$ cat config.mk
export PLATFORM = sky130hd
export DESIGN_NAME = idi_front
export DESIGN_NICKNAME = d
export VERILOG_FILES = /design/src/design/inverse_distance_interpolator_top_macros.svh /design/src/design/idi_pkg.sv /design/src/design/idi_front.sv
export SDC_FILE = /design/constraint.sdc
export NUM_CORES = 1
export LEC_CHECK = 0
export CAP_MARGIN = 20
export CELL_PAD_IN_SITES_DETAIL_PLACEMENT = 0
export CELL_PAD_IN_SITES_GLOBAL_PLACEMENT = 1
export CORE_MARGIN = 3
export CORE_UTILIZATION = 40
export CTS_BUF_LIST = sky130_fd_sc_hd__clkbuf_4 sky130_fd_sc_hd__clkbuf_8
export CTS_CLUSTER_SIZE = 25
export DETAILED_ROUTE_END_ITERATION = 7
export DONT_BUFFER_PORTS = 1
export GPL_TIMING_DRIVEN = 1
export PLACE_DENSITY_LB_ADDON = 0.1
export SLEW_MARGIN = 15
export SYNTH_ARGS = -nofsm -noshare
export SYNTH_HDL_FRONTEND = slang
export SYNTH_SLANG_ARGS = --single-unit
$ cat constraint.sdc
create_clock -name clk -period 8.8 [get_ports clk]
set_input_delay 1.76 -clock clk [delete_from_list [all_inputs] [get_ports clk]]
set_output_delay 1.76 -clock clk [all_outputs]
set_load 0.01 [all_outputs]
$ cat src/design/inverse_distance_interpolator_top_macros.svh
// ----------------------------------------------------------------------------
// Assertion macros for the inverse distance interpolator
// Short forms for same-cycle and next-cycle implications on clk.
// ----------------------------------------------------------------------------
`ifndef INVERSE_DISTANCE_INTERPOLATOR_TOP_MACROS_SVH
`define INVERSE_DISTANCE_INTERPOLATOR_TOP_MACROS_SVH

// Antecedent implies consequent in the same cycle.
`define IDI_ASSERT_NOW(label, ante, cons, msg) \
	label: assert property (@(posedge clk) disable iff (!arst_n) (ante) |-> (cons)) \
		else $error(msg);

// Antecedent implies consequent in the next cycle.
`define IDI_ASSERT_NEXT(label, ante, cons, msg) \
	label: assert property (@(posedge clk) disable iff (!arst_n) (ante) |=> (cons)) \
		else $error(msg);

`endif

$ cat src/design/idi_pkg.sv
// ----------------------------------------------------------------------------
// idi_pkg
// Shared constants, codes and types of the inverse distance interpolator.
// ----------------------------------------------------------------------------
package idi_pkg;

	// Default data and accumulator widths.
	localparam int DATA_WIDTH_DEF = 32;
	localparam int ACC_WIDTH_DEF  = 64;

	// Configuration register fields.
	localparam int POW_W     = 4;
	localparam int MPD_W     = 16;
	localparam int CFG_IDX_W = 2;
	localparam logic [POW_W-1:0] POW_RESET = 4'd2;
	localparam logic [POW_W-1:0] POW_MIN   = 4'd1;
	localparam logic [POW_W-1:0] POW_MAX   = 4'd8;
	localparam logic [MPD_W-1:0] MPD_RESET = 16'd1;

	// Register indexes on the configuration port.
	localparam logic [CFG_IDX_W-1:0] CFG_DISTANCE_POWER       = 2'd0;
	localparam logic [CFG_IDX_W-1:0] CFG_MIN_POWERED_DISTANCE = 2'd1;

	// Powered distance cap, 1.0 in Q16.16 squared terms.
	localparam int PCAP_W = 33;
	localparam logic [PCAP_W-1:0] PCAP = 33'h1_0000_0000;

	// Effective configuration handed to the engine.
	typedef struct packed {
		logic [POW_W-1:0] pow;
		logic [MPD_W-1:0] mpd;
	} cfg_t;

	// Engine status seen by the top level.
	typedef struct packed {
		logic busy;
		logic wsum_zero;
	} back_stat_t;

	// Engine sequencer states.
	typedef enum logic [9:0] {
		ST_IDLE = 10'b00_0000_0001,
		ST_SQ   = 10'b00_0000_0010,
		ST_SQRT = 10'b00_0000_0100,
		ST_POW  = 10'b00_0000_1000,
		ST_DIVW = 10'b00_0001_0000,
		ST_MUL  = 10'b00_0010_0000,
		ST_ACC  = 10'b00_0100_0000,
		ST_QST  = 10'b00_1000_0000,
		ST_QDIV = 10'b01_0000_0000,
		ST_QOUT = 10'b10_0000_0000
	} back_state_t;

endpackage

$ cat src/design/idi_front.sv
// ----------------------------------------------------------------------------
// idi_front
// Input side: takes beats, forms axis distance magnitudes, two-entry queue.
// ----------------------------------------------------------------------------
module idi_front #(
	parameter int DATA_WIDTH = idi_pkg::DATA_WIDTH_DEF
) (
	input  logic                         clk,
	input  logic                         arst_n,
	input  logic                         in_valid,
	output logic                         in_ready,
	input  logic signed [DATA_WIDTH-1:0] neighbor_x,
	input  logic signed [DATA_WIDTH-1:0] neighbor_y,
	input  logic signed [DATA_WIDTH-1:0] neighbor_z,
	input  logic signed [DATA_WIDTH-1:0] neighbor_value,
	input  logic signed [DATA_WIDTH-1:0] query_x,
	input  logic signed [DATA_WIDTH-1:0] query_y,
	input  logic signed [DATA_WIDTH-1:0] query_z,
	input  logic                         last_neighbor,
	output logic                         q_valid,
	input  logic                         q_pop,
	output logic [DATA_WIDTH:0]          q_mag_x,
	output logic [DATA_WIDTH:0]          q_mag_y,
	output logic [DATA_WIDTH:0]          q_mag_z,
	output logic signed [DATA_WIDTH-1:0] q_value,
	output logic                         q_last
);
	localparam int DW = DATA_WIDTH;

	logic signed [DW:0] dx, dy, dz;
	logic [DW:0]        mx, my, mz;
	logic [DW:0]        mag_x_q [2];
	logic [DW:0]        mag_y_q [2];
	logic [DW:0]        mag_z_q [2];
	logic [DW-1:0]      val_q   [2];
	logic [1:0]         last_q;
	logic               wr_ptr_q, rd_ptr_q;
	logic [1:0]         cnt_q;
	logic               push;

	// Exact differences and their magnitudes.
	assign dx = {neighbor_x[DW-1], neighbor_x} - {query_x[DW-1], query_x};
	assign dy = {neighbor_y[DW-1], neighbor_y} - {query_y[DW-1], query_y};
	assign dz = {neighbor_z[DW-1], neighbor_z} - {query_z[DW-1], query_z};
	assign mx = dx[DW] ? -dx : dx;
	assign my = dy[DW] ? -dy : dy;
	assign mz = dz[DW] ? -dz : dz;

	assign in_ready = cnt_q != 2'd2;
	assign push     = in_valid && in_ready;
	assign q_valid  = cnt_q != 2'd0;

	// Queue pointers and fill count.
	always_ff @(posedge clk or negedge arst_n) begin
		if (!arst_n) begin
			wr_ptr_q <= 1'b0;
			rd_ptr_q <= 1'b0;
			cnt_q    <= 2'd0;
		end else begin
			if (push) begin
				wr_ptr_q <= ~wr_ptr_q;
			end
			if (q_pop) begin
				rd_ptr_q <= ~rd_ptr_q;
			end
			cnt_q <= cnt_q + {1'b0, push} - {1'b0, q_pop};
		end
	end

	// Queue storage.
	always_ff @(posedge clk) begin
		if (push) begin
			mag_x_q[wr_ptr_q] <= mx;
			mag_y_q[wr_ptr_q] <= my;
			mag_z_q[wr_ptr_q] <= mz;
			val_q[wr_ptr_q]   <= neighbor_value;
			last_q[wr_ptr_q]  <= last_neighbor;
		end
	end

	assign q_mag_x = mag_x_q[rd_ptr_q];
	assign q_mag_y = mag_y_q[rd_ptr_q];
	assign q_mag_z = mag_z_q[rd_ptr_q];
	assign q_value = val_q[rd_ptr_q];
	assign q_last  = last_q[rd_ptr_q];
endmodule

==> metrics <==
largest net degree at the start of global routing=71; wire length per cell=20.2 microns; first-pass GRT wire length=72000 microns; async set-or-reset flop fraction in the synthesized netlist=1.49%; GR Util All Layers=19.1%; post-CTS setup buffers=0; Hold Crit Class=reg -> reg; Initial Utilization=40.7%; Ys Warns=0; worst slack, placed=3.08 ns; Area Growth Syn to Fin=8.75%; Die ar.=47800 sq um; Detailed Place HPWL=36300 microns; Peak VDD IR=0.127 mV; kind of critical path=in -> reg; outcome=finished clean; Fin Hold WS=0.499 ns; synth top area cells=edfxtp_1 (44%), mux2_2 (8.3%), ha_1 (7.0%); EDFF count, synth=264; Slew HR=30.4%; post-route ant nets=0; fillers=4269; Max clock buf depth=3; clock-pin slew on the worst setup and hold paths=0.06 ns; Post-Route WL=47400 microns; row count=77; CP Data Arrival Time=5.56 ns; register area share after synthesis=44.4%; clk root buf=clkbuf_8; routed vias=13100; initial antenna violation count=1; Slew @ Worst Pin=1.04 ns; H-tree depth=2; Critical Path Sink Type=register; Setup Viol. Count Final=0; FMAX=0.191 GHz; power per cell area=256 nW/um^2; num ports=363; final instance area=19600 sq um; placed instance area=18700 sq um; grt met3 use=4.84%; met2 Track Usage GR=31.3%; CP Max Fanout=5; top cells by count, synth=edfxtp_1 (264), mux2_2 (133), inv_1 (126), nand2_1 (125), a21oi_1 (113); Die Span Y=219 microns; MaxCap Viol Count=0; n_diodes=0; Req. time, crit path=9.13 ns; fin. max-slew vios=0; grt total ovfl=0; leading area contributor after synthesis=edfxtp_1; nets@finish=2053; Placer Congestion=0.862; Synth Instances=1722; Mean Syn Cell Area=10.5 sq um; clock sink count=268; 1st-iter DRT viols=606; post-layout worst setup margin=3.57 ns; CTS Buf Count=49; gr busiest metal=met2; Main synth FF type=edfxtp_1; Mapped Area=18100 sq um; hold bufs inserted after CTS=0; leakage dissipation=7.31 nW; clk_lat worst skew=0.60 ns; DRT Pass-1 Iters=5; Final Cycle Share=59.5%; Core Region=44400 sq um; most frequent cell after synthesis=edfxtp_1; clock skew=0.0371 ns; fin crit period=5.24 ns; unique cell type count in the Yosys netlist=84; met1 Use GR=25.2%; CP Launch Type=input pin; Synth Net Count=2055; via density per instance=5.59; number of port buffers=0; vias in the first global route=12900; die width=219 microns; DRC Markers=0; Resize count post-CTS=0; layout cells sized above 1=14.1%; Setup TNS=0 ns; Synth top area share=43.9%; final hold violations=0; RSZ-0062 raised after global routing=false; Design Power=5.02 mW; Yosys reg bits=268; CTS tree=built
cells by family (layout without fill, tap and decap cells):
logic type / count (synthesis) / after routing / share of synthesized area (%)
XOR/XNOR: 161 / 161 / 7.85
multiplexers: 139 / 139 / 8.62
AND/OR/NAND/NOR: 441 / 441 / 12.2
adder cells (fa/ha/maj): 104 / 104 / 7.33
buffers and inverters: 187 / 219 / 3.93
AO/OA/AOI/OAI: 422 / 422 / 15.7
flip-flops: 268 / 268 / 44.4
cells in the final DEF (no fill, tap or decap), types with 16 or more instances in the layout:
master | Yosys | final
xor2_1 | 59 | 59
nor2_1 | 104 | 103
nor3_1 | 40 | 40
inv_1 | 126 | 126
and2_1 | 19 | 19
nand3_1 | 23 | 23
mux2_2 | 133 | 133
nand2_1 | 125 | 125
clkbuf_8 | 0 | 50
nor2b_1 | 16 | 16
xnor2_1 | 101 | 101
a31oi_1 | 25 | 24
o211ai_1 | 19 | 19
nand4_1 | 16 | 16
edfxtp_1 | 264 | 264
a21o_1 | 35 | 35
ha_1 | 101 | 101
a211oi_1 | 17 | 17
a21oi_1 | 113 | 112
o21ai_0 | 78 | 78
o21a_1 | 19 | 19
nand2b_1 | 21 | 21
worst max-delay path, stage by stage:
cell,delay (ns)
inv_1,0.02
ha_1,0.22
fa_1,0.42
nand2b_1,0.21
a211oi_1,0.42
o21ai_1,0.28
nand2_1,0.20
a21boi_1,0.10
xnor2_1,0.20
or4_1,0.65
nor4_1,0.67
a31oi_1,0.20
xor2_1,0.19
path summary, 6_finish.rpt:
path / startpoint / endpoint / slack (ns) / cells past startpoint
min in group asynchronous: arst_n / wr_ptr_q / 0.85 / 0
min reg2reg: cnt_q[1] / cnt_q[1] / 0.50 / 1
min: cnt_q[1] / cnt_q[1] / 0.50 / 1
max: neighbor_x[0] / mag_x_q[0][31] / 3.57 / 13
max reg2reg: cnt_q[1] / mag_x_q[1][5] / 5.76 / 4
max in group asynchronous: arst_n / rd_ptr_q / 7.86 / 0
registers in the layout (all words and copies together) (netlist names):
signal and flops:
cnt_q 2, last_q 2, mag_x_q 66, mag_y_q 66
mag_z_q 66, rd_ptr_q 1, val_q 64, wr_ptr_q 1
stage by stage:
step	std cells	utilization (%)
6_report	2346	44.2
5_1_grt	2346	44.2
2_1_floorplan	1722	-
3_3_place_gp	2261	42.0
3_5_place_dp	2261	42.0
4_1_cts	2346	44.2
cell type report:
class                           count  area, sq um  area share [%]
Inverter                          126          473            2.41
Sequential cell                   268         8030            40.9
Tap cell                          592          741            3.77
Timing Repair Buffer                8         60.1           0.306
Clock buffer                       60          763            3.88
Clock inverter                     25          226            1.15
Multi-Input combinational cell   1267         9350            47.6
metal layers:
layer	vias to the layer above	routed length (microns)	share of wire, %
li1	6390	-	-
met1	6317	21000	44
met2	338	22100	47
met3	57	3310	7.0
met4	2	967	2.0
met5	-	19	0.040
power breakdown:
part / switching, mW / internal (mW)
sequential: 0.106 / 1.88
clock: 0.507 / 0.687
combinational: 1.17 / 0.665
total: 1.79 / 3.24
No activity file was read; power rests on OpenSTA's default activity.
